==> src/rtl/core/qasa_pkg.sv <==
// qasa_pkg: shared types, constants and codes for the quad adc scaling block
// no dependencies; imported by every module in rtl/core
package qasa_pkg;

  // channel and field sizes
  localparam int unsigned CHANNELS   = 4;
  localparam int unsigned CH_IDX_W   = $clog2(CHANNELS);
  localparam int unsigned SAMPLE_W   = 16;
  localparam int unsigned K_W        = 15;
  localparam int unsigned DIVIDEND_W = SAMPLE_W + K_W;
  localparam int unsigned THR_W      = 8;
  localparam int unsigned CFG_DATA_W = 32;
  localparam int unsigned CFG_IDX_W  = 3;

  // scale factors: 1.079 * 65535 / 5.1 and 1.079 * 65535 / 2.55, truncated
  localparam logic [K_W-1:0] K_WIDE   = K_W'(13865);
  localparam logic [K_W-1:0] K_NARROW = K_W'(27730);

  // divider: quotient bits retired per cycle and cycles per division
  localparam int unsigned DIV_STEPS  = 4;
  localparam int unsigned DIV_CYCLES = SAMPLE_W / DIV_STEPS;
  localparam int unsigned DIV_CNT_W  = $clog2(DIV_CYCLES);

  // configuration register indexes
  localparam logic [CFG_IDX_W-1:0] REG_RANGE_SELECT = CFG_IDX_W'(0);
  localparam logic [CFG_IDX_W-1:0] REG_ALARM_HI_EN  = CFG_IDX_W'(1);
  localparam logic [CFG_IDX_W-1:0] REG_ALARM_LO_EN  = CFG_IDX_W'(2);
  localparam logic [CFG_IDX_W-1:0] REG_HIGH_THR     = CFG_IDX_W'(3);
  localparam logic [CFG_IDX_W-1:0] REG_LOW_THR      = CFG_IDX_W'(4);

  typedef struct packed {
    logic [CHANNELS-1:0] channel_select;
    logic [SAMPLE_W-1:0] reference_sample;
    logic [SAMPLE_W-1:0] sample_a;
    logic [SAMPLE_W-1:0] sample_b;
    logic [SAMPLE_W-1:0] sample_c;
    logic [SAMPLE_W-1:0] sample_d;
  } in_word_t;

  typedef struct packed {
    logic [SAMPLE_W-1:0] result_a;
    logic [SAMPLE_W-1:0] result_b;
    logic [SAMPLE_W-1:0] result_c;
    logic [SAMPLE_W-1:0] result_d;
    logic [CHANNELS-1:0] high_alarms;
    logic [CHANNELS-1:0] low_alarms;
    logic                alarm_raised;
  } out_word_t;

  typedef struct packed {
    logic [CHANNELS-1:0]       range_select;
    logic [CHANNELS-1:0]       alarm_high_enable;
    logic [CHANNELS-1:0]       alarm_low_enable;
    logic [CHANNELS*THR_W-1:0] high_thresholds;
    logic [CHANNELS*THR_W-1:0] low_thresholds;
  } cfg_t;

  typedef struct packed {
    logic                  start;
    logic [DIVIDEND_W-1:0] dividend;
    logic [SAMPLE_W-1:0]   divisor;
  } div_req_t;

  typedef struct packed {
    logic                busy;
    logic                done;
    logic [SAMPLE_W-1:0] quotient;
  } div_rsp_t;

  typedef enum logic [2:0] {
    ST_IDLE,
    ST_SCAN,
    ST_MUL,
    ST_DIV_START,
    ST_DIV_WAIT,
    ST_FINISH
  } seq_state_e;

endpackage

==> src/rtl/core/quad_adc_scale_and_alarm.sv <==
// quad_adc_scale_and_alarm: top level with config registers and output register
// depends on qasa_pkg, qasa_div and qasa_seq
//
//   port group   direction  handshake              word
//   in           input      in_valid_i/in_ready_o  in_word_i
//   out          output     out_valid_o/out_ready_i out_word_o
//   cfg          input      cfg_we_i (no wait)      cfg_idx_i, cfg_wdata_i
//
// one word goes through idle and finish once, a scan step per unselected channel
// and, per selected channel, scan, multiply, divider start, the radix-16 divider
// iterations and store; the shared divider serves the channels in turn.
// reset clears stored values, alarm flags and config to their defaults.
// a finished word waits in the output register; the next word is taken
// meanwhile and only its own completion waits for the register to drain.
module quad_adc_scale_and_alarm (
  input  logic                                 clk_i,
  input  logic                                 rst_ni,
  input  logic                                 in_valid_i,
  output logic                                 in_ready_o,
  input  qasa_pkg::in_word_t                   in_word_i,
  output logic                                 out_valid_o,
  input  logic                                 out_ready_i,
  output qasa_pkg::out_word_t                  out_word_o,
  input  logic                                 cfg_we_i,
  input  logic [qasa_pkg::CFG_IDX_W-1:0]       cfg_idx_i,
  input  logic [qasa_pkg::CFG_DATA_W-1:0]      cfg_wdata_i
);
  import qasa_pkg::*;

  cfg_t      cfg_q;
  div_req_t  div_req;
  div_rsp_t  div_rsp;
  logic      out_valid_q, out_valid_d;
  out_word_t out_q;
  logic      out_free;
  logic      fin;
  out_word_t fin_word;

  // configuration registers
  always_ff @(posedge clk_i or negedge rst_ni) begin
    if (!rst_ni) begin
      cfg_q.range_select      <= '0;
      cfg_q.alarm_high_enable <= '1;
      cfg_q.alarm_low_enable  <= '1;
      cfg_q.high_thresholds   <= '1;
      cfg_q.low_thresholds    <= '0;
    end else if (cfg_we_i) begin
      unique case (cfg_idx_i)
        REG_RANGE_SELECT: cfg_q.range_select      <= cfg_wdata_i[CHANNELS-1:0];
        REG_ALARM_HI_EN:  cfg_q.alarm_high_enable <= cfg_wdata_i[CHANNELS-1:0];
        REG_ALARM_LO_EN:  cfg_q.alarm_low_enable  <= cfg_wdata_i[CHANNELS-1:0];
        REG_HIGH_THR:     cfg_q.high_thresholds   <= cfg_wdata_i[CHANNELS*THR_W-1:0];
        REG_LOW_THR:      cfg_q.low_thresholds    <= cfg_wdata_i[CHANNELS*THR_W-1:0];
        default: ;
      endcase
    end
  end

  qasa_seq u_seq (
    .clk_i      (clk_i),
    .rst_ni     (rst_ni),
    .in_valid_i (in_valid_i),
    .in_ready_o (in_ready_o),
    .in_word_i  (in_word_i),
    .cfg_i      (cfg_q),
    .div_req_o  (div_req),
    .div_rsp_i  (div_rsp),
    .out_free_i (out_free),
    .fin_o      (fin),
    .fin_word_o (fin_word)
  );

  qasa_div u_div (
    .clk_i  (clk_i),
    .rst_ni (rst_ni),
    .req_i  (div_req),
    .rsp_o  (div_rsp)
  );

  // output register
  assign out_free = !out_valid_q || out_ready_i;

  always_comb begin
    out_valid_d = out_valid_q;
    if (fin) begin
      out_valid_d = 1'b1;
    end else if (out_ready_i) begin
      out_valid_d = 1'b0;
    end
  end

  always_ff @(posedge clk_i or negedge rst_ni) begin
    if (!rst_ni) begin
      out_valid_q <= 1'b0;
    end else begin
      out_valid_q <= out_valid_d;
    end
  end

  always_ff @(posedge clk_i) begin
    if (fin) out_q <= fin_word;
  end

  assign out_valid_o = out_valid_q;
  assign out_word_o  = out_q;

`ifndef ASSERT_OFF
  // one word at a time: a taken word closes the input
  a_busy_after_accept: assert property (@(posedge clk_i) disable iff (!rst_ni)
    (in_valid_i && in_ready_o) |=> !in_ready_o)
    else $error("input taken again straight after a word");

  // divider is never restarted while it is running
  a_div_no_restart: assert property (@(posedge clk_i) disable iff (!rst_ni)
    div_req.start |-> (!div_rsp.busy && !div_rsp.done))
    else $error("divider started while busy");

  // a started division runs
  a_div_runs: assert property (@(posedge clk_i) disable iff (!rst_ni)
    div_req.start |=> div_rsp.busy)
    else $error("divider did not start");

  // raised alarm implies a flag is set
  a_raised_has_flag: assert property (@(posedge clk_i) disable iff (!rst_ni)
    (out_valid_o && out_word_o.alarm_raised) |->
      ((out_word_o.high_alarms | out_word_o.low_alarms) != '0))
    else $error("alarm raised with no flag set");
`endif

endmodule

==> src/rtl/core/qasa_div.sv <==
// qasa_div: shared saturating divider, four quotient bits per cycle
// depends on qasa_pkg
module qasa_div (
  input  logic               clk_i,
  input  logic               rst_ni,
  input  qasa_pkg::div_req_t req_i,
  output qasa_pkg::div_rsp_t rsp_o
);
  import qasa_pkg::*;

  logic                 busy_q, busy_d;
  logic                 done_q, done_d;
  logic [DIV_CNT_W-1:0] cnt_q, cnt_d;
  logic                 sat_q;
  logic [SAMPLE_W-1:0]  rem_q, rem_d;
  logic [SAMPLE_W-1:0]  lo_q, lo_d;
  logic [SAMPLE_W-1:0]  quot_q, quot_d;
  logic [SAMPLE_W-1:0]  div_q;
  logic                 sat_d;

  // quotient above full scale (or zero divisor) saturates
  assign sat_d = {1'b0, req_i.dividend} >= {req_i.divisor, SAMPLE_W'(0)};

  // four restoring steps per cycle
  always_comb begin
    logic [SAMPLE_W:0]   r;
    logic [SAMPLE_W-1:0] rem_v;
    logic [SAMPLE_W-1:0] lo_v;
    logic [SAMPLE_W-1:0] q_v;
    rem_v = rem_q;
    lo_v  = lo_q;
    q_v   = quot_q;
    for (int i = 0; i < DIV_STEPS; i++) begin
      r    = {rem_v, lo_v[SAMPLE_W-1]};
      lo_v = {lo_v[SAMPLE_W-2:0], 1'b0};
      if (r >= {1'b0, div_q}) begin
        r   = r - {1'b0, div_q};
        q_v = {q_v[SAMPLE_W-2:0], 1'b1};
      end else begin
        q_v = {q_v[SAMPLE_W-2:0], 1'b0};
      end
      rem_v = r[SAMPLE_W-1:0];
    end
    rem_d = rem_v;
    lo_d  = lo_v;
    quot_d = q_v;
  end

  // iteration control
  always_comb begin
    busy_d = busy_q;
    cnt_d  = cnt_q;
    done_d = 1'b0;
    if (req_i.start) begin
      busy_d = 1'b1;
      cnt_d  = '0;
    end else if (busy_q) begin
      cnt_d = cnt_q + DIV_CNT_W'(1);
      if (cnt_q == DIV_CNT_W'(DIV_CYCLES - 1)) begin
        busy_d = 1'b0;
        done_d = 1'b1;
      end
    end
  end

  always_ff @(posedge clk_i or negedge rst_ni) begin
    if (!rst_ni) begin
      busy_q <= 1'b0;
      done_q <= 1'b0;
      cnt_q  <= '0;
    end else begin
      busy_q <= busy_d;
      done_q <= done_d;
      cnt_q  <= cnt_d;
    end
  end

  // datapath: upper bits seed the remainder, lower bits shift in
  always_ff @(posedge clk_i) begin
    if (req_i.start) begin
      sat_q  <= sat_d;
      rem_q  <= SAMPLE_W'(req_i.dividend[DIVIDEND_W-1:SAMPLE_W]);
      lo_q   <= req_i.dividend[SAMPLE_W-1:0];
      quot_q <= '0;
      div_q  <= req_i.divisor;
    end else if (busy_q) begin
      rem_q  <= rem_d;
      lo_q   <= lo_d;
      quot_q <= quot_d;
    end
  end

  assign rsp_o.busy     = busy_q;
  assign rsp_o.done     = done_q;
  assign rsp_o.quotient = sat_q ? '1 : quot_q;

endmodule

==> src/rtl/core/qasa_seq.sv <==
// qasa_seq: per-channel sequencer, multiplier, stored values and alarm flags
// depends on qasa_pkg; drives the shared divider qasa_div
module qasa_seq (
  input  logic                clk_i,
  input  logic                rst_ni,
  input  logic                in_valid_i,
  output logic                in_ready_o,
  input  qasa_pkg::in_word_t  in_word_i,
  input  qasa_pkg::cfg_t      cfg_i,
  output qasa_pkg::div_req_t  div_req_o,
  input  qasa_pkg::div_rsp_t  div_rsp_i,
  input  logic                out_free_i,
  output logic                fin_o,
  output qasa_pkg::out_word_t fin_word_o
);
  import qasa_pkg::*;

  localparam logic [CH_IDX_W-1:0] LAST_CH = CH_IDX_W'(CHANNELS - 1);

  seq_state_e state_q, state_d;
  logic [CH_IDX_W-1:0] idx_q, idx_d;
  logic                raised_q, raised_d;
  logic [CHANNELS-1:0] hi_q, hi_d;
  logic [CHANNELS-1:0] lo_q, lo_d;
  logic [SAMPLE_W-1:0] vals_q [CHANNELS];
  in_word_t            item_q;
  logic [DIVIDEND_W-1:0] prod_q;

  logic                item_we, prod_we, val_we;
  logic                div_start;
  logic [SAMPLE_W-1:0] sample [CHANNELS];
  logic [K_W-1:0]      k_sel;
  logic [THR_W-1:0]    upper, hi_thr, lo_thr;
  logic                hit_hi, hit_lo;

  // current channel's operands
  assign sample[0] = item_q.sample_a;
  assign sample[1] = item_q.sample_b;
  assign sample[2] = item_q.sample_c;
  assign sample[3] = item_q.sample_d;
  assign k_sel     = cfg_i.range_select[idx_q] ? K_WIDE : K_NARROW;

  // threshold compare on the upper byte of the fresh quotient
  assign upper  = div_rsp_i.quotient[SAMPLE_W-1 -: THR_W];
  assign hi_thr = cfg_i.high_thresholds[{idx_q, 3'b000} +: THR_W];
  assign lo_thr = cfg_i.low_thresholds[{idx_q, 3'b000} +: THR_W];
  assign hit_hi = cfg_i.alarm_high_enable[idx_q] && (upper > hi_thr);
  assign hit_lo = cfg_i.alarm_low_enable[idx_q] && (upper < lo_thr);

  assign div_req_o.start    = div_start;
  assign div_req_o.dividend = prod_q;
  assign div_req_o.divisor  = item_q.reference_sample;

  // next state and outputs
  always_comb begin
    state_d    = state_q;
    idx_d      = idx_q;
    raised_d   = raised_q;
    hi_d       = hi_q;
    lo_d       = lo_q;
    item_we    = 1'b0;
    prod_we    = 1'b0;
    val_we     = 1'b0;
    in_ready_o = 1'b0;
    fin_o      = 1'b0;
    div_start  = 1'b0;
    unique case (state_q)
      ST_IDLE: begin
        in_ready_o = 1'b1;
        if (in_valid_i) begin
          item_we  = 1'b1;
          idx_d    = '0;
          raised_d = 1'b0;
          state_d  = ST_SCAN;
        end
      end
      ST_SCAN: begin
        if (item_q.channel_select[idx_q]) begin
          state_d = ST_MUL;
        end else if (idx_q == LAST_CH) begin
          state_d = ST_FINISH;
        end else begin
          idx_d = idx_q + CH_IDX_W'(1);
        end
      end
      ST_MUL: begin
        prod_we = 1'b1;
        state_d = ST_DIV_START;
      end
      ST_DIV_START: begin
        div_start = 1'b1;
        state_d   = ST_DIV_WAIT;
      end
      ST_DIV_WAIT: begin
        if (div_rsp_i.done) begin
          val_we = 1'b1;
          if (hit_hi) hi_d[idx_q] = 1'b1;
          if (hit_lo) lo_d[idx_q] = 1'b1;
          raised_d = raised_q | hit_hi | hit_lo;
          if (idx_q == LAST_CH) begin
            state_d = ST_FINISH;
          end else begin
            idx_d   = idx_q + CH_IDX_W'(1);
            state_d = ST_SCAN;
          end
        end
      end
      ST_FINISH: begin
        if (out_free_i) begin
          fin_o   = 1'b1;
          state_d = ST_IDLE;
        end
      end
      default: state_d = ST_IDLE;
    endcase
  end

  // control state, stored values and sticky flags
  always_ff @(posedge clk_i or negedge rst_ni) begin
    if (!rst_ni) begin
      state_q  <= ST_IDLE;
      idx_q    <= '0;
      raised_q <= 1'b0;
      hi_q     <= '0;
      lo_q     <= '0;
      for (int i = 0; i < CHANNELS; i++) vals_q[i] <= '0;
    end else begin
      state_q  <= state_d;
      idx_q    <= idx_d;
      raised_q <= raised_d;
      hi_q     <= hi_d;
      lo_q     <= lo_d;
      if (val_we) vals_q[idx_q] <= div_rsp_i.quotient;
    end
  end

  // captured word and registered product
  always_ff @(posedge clk_i) begin
    if (item_we) item_q <= in_word_i;
    if (prod_we) prod_q <= DIVIDEND_W'(sample[idx_q]) * DIVIDEND_W'(k_sel);
  end

  // result word
  assign fin_word_o.result_a     = vals_q[0];
  assign fin_word_o.result_b     = vals_q[1];
  assign fin_word_o.result_c     = vals_q[2];
  assign fin_word_o.result_d     = vals_q[3];
  assign fin_word_o.high_alarms  = hi_q;
  assign fin_word_o.low_alarms   = lo_q;
  assign fin_word_o.alarm_raised = raised_q;

endmodule
==> config.mk <==
export PLATFORM = sky130hd
export DESIGN_NAME = quad_adc_scale_and_alarm
export DESIGN_NICKNAME = d
export VERILOG_FILES = /design/src/rtl/core/qasa_pkg.sv /design/src/rtl/core/quad_adc_scale_and_alarm.sv /design/src/rtl/core/qasa_div.sv /design/src/rtl/core/qasa_seq.sv
export SDC_FILE = /design/constraint.sdc
export NUM_CORES = 1
export LEC_CHECK = 0
export BUFFER_PORTS_ARGS = -buffer_cell sky130_fd_sc_hd__buf_2
export CAP_MARGIN = 20
export CORE_ASPECT_RATIO = 0.6
export CORE_MARGIN = 5
export CORE_UTILIZATION = 60
export CTS_CLUSTER_DIAMETER = 50
export CTS_CLUSTER_SIZE = 25
export DETAILED_ROUTE_END_ITERATION = 8
export GPL_ROUTABILITY_DRIVEN = 0
export PLACE_DENSITY_LB_ADDON = 0.25
export RECOVER_POWER = 100
export SLEW_MARGIN = 20
export SYNTH_ARGS = -nofsm -noshare
export SYNTH_HDL_FRONTEND = slang
export SYNTH_SLANG_ARGS = --single-unit
==> constraint.sdc <==
create_clock -name clk_i -period 14.2 [get_ports clk_i]
set_clock_uncertainty 0.05 [all_clocks]
set_input_delay 0 -clock clk_i [delete_from_list [all_inputs] [get_ports clk_i]]
set_output_delay 0 -clock clk_i [all_outputs]
set_load 0.03 [all_outputs]
Word level (Yosys, flattened, before mapping):

Index checks and enable logic that the tools add are counted.

* add/sub/neg operators: 6
* multipliers: 1
* div/mod/pow operators: 0
* order comparisons: 11
* equal/unequal tests: 16
* shifts and indexed selects: 2
* mux-type cells: 64
* bitwise gates (word level): 5
* reduce and logical (&&, ||, !) cells: 22

Operators with widths (count)
* 2-to-1 mux 16 bit: 10
* >= comparator 17 x 16 -> 1 bit: 4
* bitwise mux 64 bit: 1
* indexed part select 32 x 6 -> 8 bit: 2
* subtractor 16 bit: 4
* 2-to-1 mux 15 bit: 3
* binary-select mux 16 bit (select 2 bit): 1
* demux 16 bit (select 2 bit): 1
* >= comparator 31 x 32 -> 1 bit: 1
* multiplier 16 x 15 -> 31 bit: 1
* 2-to-1 mux 1 bit: 28
* 2-to-1 mux 3 bit: 6
* one-hot mux 3 bit (6 select lines): 1
* equality test 3 x 2 -> 1 bit, second input constant: 4
* 2-to-1 mux 2 bit: 6
* AND reduction 2 bit: 5
* equality test 3 bit, second input constant: 3
* AND reduction 3 bit: 3
* binary-select mux 1 bit (select 2 bit): 4
* > comparator 8 bit: 1
* < comparator 8 bit: 1
* bitwise OR 4 bit: 2
* AND reduction 4 bit: 2
* equality test 3 x 1 -> 1 bit, second input constant: 2
* 20 further kinds: 31

* register bits after elaboration: 412
* bits in latches: 0
* bits in writable memories: 0
* memory bits (read-only): 0
* logic and storage cells: 165
* memories kept: 0

Logic depth before layout (Yosys ltp):

Gate-level depths: netlist of run 1.

* word-level depth: 10
* mapped depth: 47
* gate-level depth less buffers: 42

By module:

From an unflattened synthesis of run 1, not the netlist that was laid out.

* cells, all modules: 2056
* area, all modules: 25439.4 µm²

By module, submodules not included
* qasa_seq: times used 1, cells each 1074, area an instance 13575.5 µm²
* qasa_div: times used 1, cells each 742, area an instance 6713.9 µm²
* quad_adc_scale_and_alarm: times used 1, cells each 240, area an instance 5149.9 µm²

Worst setup path after synthesis of run 1:

Ideal clock, no wire load.

* path kind: register to register
* start point: register u_div.div_q[1]
* end point: register u_div.rem_q[14], data pin
* setup time: 0.261 ns
* data arrival time: 9.517 ns
* data required time: 13.889 ns
* setup slack: 4.372 ns
* stages on the path, launching flop included: 47
* path through: edfxtp_1 > inv_1 > ha_1 > nor2b_4 > o31a_1 > o211a_4 > o31a_4 > nor2_8 > clkbuf_1 > mux2_2 > inv_1 > ha_1 > nand3b_1 > a211oi_1 > a311oi_2 > a21oi_2 > o311a_1 > nor3_4 > [11 not listed] > o21ai_0 > a221o_1 > buf_6 > buf_4 > mux2i_1 > ha_1 > nor2b_1 > o2111ai_1 > o211a_1 > a211o_1 > a31o_2 > o31a_1 > o21ai_0 > a21oi_1 > o221ai_2 > buf_6 > buf_12 > a221o_1

* word-level cells in the longest chain between the ends: 10
* elaborated cells on any way between the ends: 14
* those cells by class: 4 x add/sub; 4 x order compare; 6 x mux

RTL lines
* from (decl): RTL line qasa_div.sv:18 `logic [SAMPLE_W-1:0] div_q;`
* from (signal assigned): RTL line qasa_div.sv:85 `div_q <= req_i.divisor;`
* subtractor 16 bit or >= comparator 17 x 16 -> 1 bit (tied branches): RTL line qasa_div.sv:37, qasa_div.sv:36
* 2-to-1 mux 16 bit: RTL line qasa_div.sv:36 `if (r >= {1'b0, div_q}) begin`
* subtractor 16 bit or >= comparator 17 x 16 -> 1 bit (tied branches): RTL line qasa_div.sv:37, qasa_div.sv:36
* 2-to-1 mux 16 bit: RTL line qasa_div.sv:36
* subtractor 16 bit or >= comparator 17 x 16 -> 1 bit (tied branches): RTL line qasa_div.sv:37, qasa_div.sv:36
* 2-to-1 mux 16 bit: RTL line qasa_div.sv:36
* subtractor 16 bit or >= comparator 17 x 16 -> 1 bit (tied branches): RTL line qasa_div.sv:37, qasa_div.sv:36
* 2-to-1 mux 16 bit *: RTL line qasa_div.sv:36
* 2-to-1 mux 15 bit *: RTL line qasa_div.sv:86 `end else if (busy_q) begin`
* 2-to-1 mux 15 bit *: RTL line qasa_div.sv:80 `if (req_i.start) begin`
* to (signal assigned): RTL line qasa_div.sv:82 `rem_q <= SAMPLE_W'(req_i.dividend[DIVIDEND_W-1:SAMPLE_W]);`
* to (signal assigned): RTL line qasa_div.sv:87 `rem_q <= rem_d;`
* to (decl): RTL line qasa_div.sv:15 `logic [SAMPLE_W-1:0] rem_q, rem_d;`

Mark *: on every way between the ends. The rest lies on a longest branch, timed or not. The select of a mux whose other input is x is not followed.
A chain may end at the register's enable or synchronous reset.

Worst setup path after layout of run 1:

* start point: register u_div.div_q[1]
* end point: register u_div.rem_q[2], data pin

* word-level cells in the longest chain between the ends: 10
* elaborated cells on any way between the ends: 14
* those cells by class: 4 x add/sub; 4 x order compare; 6 x mux

RTL lines (RTL line)
* subtractor 16 bit or >= comparator 17 x 16 -> 1 bit (tied branches): qasa_div.sv:37, qasa_div.sv:36
* 2-to-1 mux 16 bit: qasa_div.sv:36
* subtractor 16 bit or >= comparator 17 x 16 -> 1 bit (tied branches): qasa_div.sv:37, qasa_div.sv:36
* 2-to-1 mux 16 bit: qasa_div.sv:36
* >= comparator 17 x 16 -> 1 bit or subtractor 16 bit (tied branches): qasa_div.sv:36, qasa_div.sv:37
* 2-to-1 mux 16 bit: qasa_div.sv:36
* subtractor 16 bit or >= comparator 17 x 16 -> 1 bit (tied branches): qasa_div.sv:37, qasa_div.sv:36
* 2-to-1 mux 16 bit *: qasa_div.sv:36
* 2-to-1 mux 15 bit *: qasa_div.sv:86
* 2-to-1 mux 15 bit *: qasa_div.sv:80

Marked as above.

==> results of run 1 <==
final timing paths:
| check | endpoint | slack (ns) | depth (start not counted) |
|---|---|---|---|
| worst max register to register | u_div.rem_q[2]$_DFFE_PP_ | 1.81 | 41 |
| worst min-delay path | u_seq.item_q[33]$_DFFE_PP_ | 0.05 | 2 |
| min in group asynchronous | u_seq.fin_word_o[54]$_DFFE_PN0P_ | 1.78 | 2 |
| worst max-delay path | u_div.rem_q[2]$_DFFE_PP_ | 1.81 | 41 |
| max in group asynchronous | cfg_q[13]$_DFFE_PN0P_ | 7.27 | 3 |
| worst min register to register | out_word_o[45]$_DFFE_PP_ | 0.40 | 0 |
state kept, by name, summed over array words and instances (netlist names):
| register | flops |
|---|---|
| u_div.lo_q | 16 |
| u_seq.raised_q | 1 |
| out_word_o | 73 |
| u_seq.hi_q | 4 |
| u_seq.item_q | 68 |
| u_seq.state_q | 3 |
| out_valid_o | 1 |
| u_seq.fin_word_o | 64 |
| cfg_q | 76 |
| u_seq.div_req_o | 16 |
| u_div.div_q | 16 |
| u_div.busy_q | 1 |
| u_div.rem_q | 16 |
| u_seq.lo_q | 4 |
| u_div.sat_q | 1 |
| u_seq.prod_q | 31 |
| u_div.quot_q | 16 |
| u_seq.idx_q | 2 |
| u_div.cnt_q | 2 |
| u_div.done_q | 1 |
area by class of cell:
type                    instances  area, um^2  area share
clock buffers                  34       787.0     0.02743
well taps                     560       700.7     0.02442
repair buffers                336        2161     0.07532
multi-input cells            1379       12370      0.4312
flip-flops and latches        412       11460      0.3994
diodes                          1       2.502  0.00008723
clock inverters                22       380.4     0.01326
inverters                     221       829.5     0.02892
synth_stat cells (6+ instances only):
cell type and n:
or2_2 17, o21ai_0 113, buf_1 7, a21oi_1 74, xnor2_1 51, ha_1 228
mux4_2 36, a21o_1 37, o21bai_1 12, nor4_1 11, nand3_1 14, mux2_2 108
and3_1 8, dfxtp_1 17, o31a_1 6, dfstp_2 40, mux2i_1 33, nand2_1 165
a211oi_1 9, o31ai_1 7, xor2_1 22, and2_1 21, clkbuf_1 46, nor3_1 26
nor2_1 100, edfxtp_1 236, dfrtp_1 119, inv_1 221, fa_1 108, o21a_1 13
nand4_1 16, nand2b_1 24, nor2b_1 32
metrics by stage:
stage	setup slack, ns	std cells	cell area [um^2]	util	hold WS [ns]
3_3_place_gp	3.464	2784	26500	0.6508	0.08296
4_1_cts	3.018	2962	28890	0.7094	0.01500
5_1_grt	1.146	2965	28690	0.7045	0.03766
6_report	1.814	2965	28690	0.7045	0.05049
2_1_floorplan	4.372	2072	24940	-	-0.3456
3_5_place_dp	3.094	2784	26500	0.6508	0.1050
metal layers:
layer / vias to the layer above / share of wire
met5: - / 0
met4: 0 / 0.022
met3: 117 / 0.096
met2: 857 / 0.45
met1: 8492 / 0.43
li1: 7910 / -
cell families (layout without fill, tap and decap cells):
group           after synthesis  count (layout)
buf+inv                     281             613
fa+ha+maj                   336             336
flops                       412             412
compound gates              328             328
other cells                   1               5
xor+xnor                     73              73
mux                         177             177
simple gates                461             461
critical path: cells and delay by family, from the launching register on:
family                     cells  cell delay, ns
AOI/OAI and AO/OA             25            6.92
adders and majority gates      4            1.23
buffers and inverters          3            0.82
DFF                            1            0.47
muxes                          4            1.64
and+or+nand+nor                5            0.91
==> metrics.md, run 1 <==
| Metric | Value |
|---|---|
| Most frequent cells in the layout | `236 x edfxtp_1, 228 x ha_1, 221 x inv_1` |
| Fin. max-slew vios | `543` |
| Compound-Gate Fraction of Synth Area | `0.08517` |
| Failing checks | `max-capacitance violations, max-slew violations` |
| Vias per std cell | `5.860` |
| Crit path capture type | `flop` |
| Outcome | `complete, but fails checks` |
| # nets final | `2,840` |
| Grt ovf | `0` |
| Die Height | `167.9 um` |
| Postcts setup bufs | `0` |
| CP Data Arrival Time | `12.60 ns` |
| Dominant cell type by area after synthesis | `edfxtp_1` |
| Delay of the slowest critical-path stage | `0.70 ns` |
| Combinational family with the most area after synthesis | `adder cells` |
| Mapped cell area | `24,930 um^2` |
| CORE AREA | `40,720 um^2` |
| All-Layer GR Usage | `0.2728` |
| H-tree levels | `1` |
| Fin crit period | `12.39 ns` |
| GR Util met2 | `0.4170` |
| Sequential area share after synthesis | `0.4595` |
| Met3 Track Usage GR | `0.05846` |
| # fillers | `2,809` |
| Hold Vio Cnt, Final | `0` |
| CTS Buffer Depth | `3` |
| Asr flop ratio synth | `0.3859` |
| Flops & latches, synth | `412` |
| Share of layout cells above drive strength 1 | `0.1522` |
| Crit path kind | `reg2reg` |
| CTS sink cnt | `412` |
| Proportion of synthesized area in mux cells | `0.09455` |
| Clk_lat worst skew | `0.60 ns` |
| TritonRoute pass-1 iters | `6` |
| Synth Area in Simple Gates | `0.08988` |
| Ys flop type | `edfxtp_1` |
| Critical path's slowest cell | `o21ai_0` |
| Post-DRT Antenna Nets | `0` |
| Synthesis Warnings | `0` |
| Num ports | `199` |
| Total Neg Setup Slack | `0 ns` |
| GRT busiest layer | `met2` |
| Area contributors post-synth | `edfxtp_1 28%, dfrtp_1 12%, ha_1 11%` |
| CTS Buf Count | `30` |
| CP startpoint kind | `flop` |
| CP Launch Point | `u_div.div_q[1]$_DFFE_PP_` |
| Row cnt | `57` |
| Final wirelength | `63,330 um` |
| Crit-path max FO | `26` |
| Max cap viols | `13` |
| WP data required | `14.42 ns` |
| Crit share post-route | `0.8723` |
| Number of global-route vias before repair | `17.72k` |
| Post_cts resized | `0` |
| Initial antenna violation count | `2` |
| Setup violations, final | `0` |
| PortBufs | `198` |
| Mean Syn Cell Area | `12.05 um^2` |
| Layout area overhead | `15.07%` |
| DRC Markers | `0` |
| Clock Tree Root | `clkbuf_16` |
| Adder-cell share of the synthesized area | `0.2011` |
| Synth Instances | `2,069` |
| Hold/Removal Path Class | `in2reg` |
| Top cell type's share of synthesized area | `0.2843` |
| Hold_sp | `in_word_i[33]` |
| Die X | `273.2 um` |
| Per-cell routed wire length | `21.36 um` |
| Starting Density | `0.6122` |
| M1 GR Usage | `0.4079` |
| Commonest non-fill, non-tap cell in the layout | `edfxtp_1` |
| CTS tree | `yes` |
| Post-synthesis xor/xnor area fraction | `0.02564` |
| CTS clk-pin slew, worst paths | `0.10 ns` |
| Post-synth EDFFs | `236` |
| Hpwl dp | `44,530 um` |
| Synth cell types | `78` |
| R2r startpoint | `u_div.div_q[1]$_DFFE_PP_` |
| DR iter-0 viols | `1,719` |
| Worst-Margin Slew | `5.198 ns` |
| Slew headroom | `-2.465` |
| Vias | `17.38k` |
| RSZ-0062 raised after global routing | `no` |
| Die area | `45,860 um^2` |
| F_max | `80.74 MHz` |
| Pin count of the biggest net entering global routing | `96` |
| Cts hold-fix bufs | `122` |
| First-pass GRT wire length | `99,480 um` |
Power of run 1 is left out: the tool's default activity adds up to more than one toggle a clock period on the data nets, which glitch-free logic cannot reach.
==> run 2, diff against run 1 <==
--- a/config.mk
+++ b/config.mk
@@ -8,8 +8,9 @@
 export BUFFER_PORTS_ARGS = -buffer_cell sky130_fd_sc_hd__buf_2
 export CAP_MARGIN = 20
 export CORE_ASPECT_RATIO = 0.6
-export CORE_MARGIN = 5
+export CORE_MARGIN = 2
 export CORE_UTILIZATION = 60
+export CTS_BUF_LIST = sky130_fd_sc_hd__clkbuf_16
 export CTS_CLUSTER_DIAMETER = 50
 export CTS_CLUSTER_SIZE = 25
 export DETAILED_ROUTE_END_ITERATION = 8
==> run 2 against run 1 <==
Compared with the run above: register-to-register slack worse by 0.07 ns; final cell count is 0.13% lower; utilization is 0.30 points lower; the flow still finishes with violations (max-capacitance violations, max-slew violations); critical endpoint is now u_div.rem_q[14]$_DFFE_PP_; sequential share of layout area is 0.17 points higher; design area is 0.43% lower.
==> metrics.md, run 2 (synthesis gave the netlist of run 1 again) <==
| Metric | Value |
|---|---|
| DRC Markers | `0` |
| WP buf/inv | `1` |
| Initial antenna violation count | `0` |
| RSZ-0062 raised after global routing | `no` |
| CTS Buffer Depth | `3` |
| CTS clk-pin slew, worst paths | `0.10 ns` |
| Post-DRT Antenna Nets | `0` |
| Crit share post-route | `0.8772` |
| Fin. max-slew vios | `537` |
| Die Height | `161.9 um` |
| Crit-path max FO | `26` |
| Starting Density | `0.6122` |
| F_max | `80.28 MHz` |
| Vias | `17.24k` |
| Total Neg Setup Slack | `0 ns` |
| Crit path capture type | `flop` |
| Row cnt | `57` |
| Vias per std cell | `5.822` |
| Pin count of the biggest net entering global routing | `82` |
| Outcome | `complete, but fails checks` |
| Die area | `43,250 um^2` |
| Delay of the slowest critical-path stage | `0.77 ns` |
| CP startpoint kind | `flop` |
| Max FFs per register | `76` |
| Clk_lat worst skew | `0.61 ns` |
| H-tree levels | `1` |
| Per-cell routed wire length | `20.75 um` |
| Setup violations, final | `0` |
| CTS sink cnt | `412` |
| # nets final | `2,838` |
| Post-Place Cells | `2,783` |
| CTS tree | `yes` |
| Cell family with most CP delay | `compound AO/OA/AOI/OAI gates` |
| Routed wl met3 | `5899 um` |
| Placed Area | `26,490 um^2` |
| Number of global-route vias before repair | `17.40k` |
| Crit path kind | `reg2reg` |
| WP data required | `14.51 ns` |
| Max cap viols | `12` |
| Post-layout instance area | `28,560 um^2` |
| Hold/Removal Path Class | `in2reg` |
| Num ports | `199` |
| DR iter-0 viols | `1,789` |
| Slew headroom | `-1.881` |
| # fillers | `2,833` |
| Fin crit period | `12.46 ns` |
| CORE AREA | `40,720 um^2` |
| Layout area overhead | `14.57%` |
| All-Layer GR Usage | `0.2868` |
| PortBufs | `198` |
| Hold Vio Cnt, Final | `0` |
| Grt ovf | `0` |
| Worst-Margin Slew | `4.322 ns` |
| Critical path's slowest cell | `a221o_1` |
| CTS Buf Count | `29` |
| Most frequent cells in the layout | `236 x edfxtp_1, 228 x ha_1, 226 x inv_1` |
| CP Data Arrival Time | `12.76 ns` |
| Final wirelength | `61,430 um` |
| TritonRoute pass-1 iters | `7` |
| Clock Tree Root | `clkbuf_16` |
| Antenna cells | `0` |
| First-pass GRT wire length | `96,530 um` |
| Highest routed layer | `met4` |
| Share of layout cells above drive strength 1 | `0.1512` |
| Metal-1 WL | `27,510 um` |
| Met2 WL post-DR | `26,800 um` |
| Hpwl dp | `43,930 um` |
| Non-Filler Instances | `2,961` |
| Die X | `267.2 um` |
| Top reg by flops | `cfg_q` |
| Commonest non-fill, non-tap cell in the layout | `edfxtp_1` |
| Failing checks | `max-capacitance violations, max-slew violations` |
-- run 2: cell type report --
cell class | count | area (um^2) | share of cell area
inverter | 221 | 829.5 | 0.02904
multi-input combinational | 1379 | 12360 | 0.4328
sequential | 412 | 11460 | 0.4011
clock buffer | 29 | 725.7 | 0.02541
timing repair buffer | 335 | 2168 | 0.07591
tap | 560 | 700.7 | 0.02453
clock inverter | 25 | 321.6 | 0.01126
-- run 2: final timing paths --
path / start / to / slack, ns / cells past startpoint
min reg2reg: u_seq.div_req_o[9]$_DFFE_PP_ / u_div.div_q[9]$_DFFE_PP_ / 0.39 / 0
max: u_div.div_q[1]$_DFFE_PP_ / u_div.rem_q[14]$_DFFE_PP_ / 1.74 / 39
max in group asynchronous: rst_ni / cfg_q[23]$_DFFE_PN0P_ / 9.10 / 4
max reg2reg: u_div.div_q[1]$_DFFE_PP_ / u_div.rem_q[14]$_DFFE_PP_ / 1.74 / 39
min: in_word_i[50] / u_seq.item_q[50]$_DFFE_PP_ / 0.05 / 2
min in group asynchronous: rst_ni / u_seq.idx_q[1]$_DFFE_PN0P_ / 0.47 / 3
-- run 2: per-layer routing --
| layer | track usage | up-vias |
|---|---|---|
| li1 | - | 7928 |
| met1 | 0.4410 | 8391 |
| met2 | 0.4236 | 811 |
| met3 | 0.05898 | 109 |
| met4 | 0.06103 | 0 |
| met5 | 0 | - |
-- run 2: worst reg2reg max path, delay by kind of cell (launching register included) --
kind | cells | cell delay [ns]
muxes | 3 | 1.45
and+or+nand+nor | 6 | 1.04
adders and majority gates | 4 | 1.39
AOI/OAI and AO/OA | 25 | 7.50
buffers and inverters | 1 | 0.34
DFF | 1 | 0.47
-- run 2: stage by stage --
stage / setup slack, ns / hold slack (ns) / utilization
2_1_floorplan: 4.372 / -0.3456 / -
3_3_place_gp: 3.586 / 0.02562 / 0.6506
3_5_place_dp: 3.229 / 0.02350 / 0.6506
4_1_cts: 3.136 / 0.02934 / 0.7072
5_1_grt: 1.225 / 0.02739 / 0.7014
6_report: 1.744 / 0.04670 / 0.7014
-- run 2: timing repair --
item	4_1_cts	5_1_grt
hold buffers	124	0
endpoints found under the hold margin	258	0
buffers inserted	0	0
resized for setup	0	0
Power of run 2 is left out for the same reason.
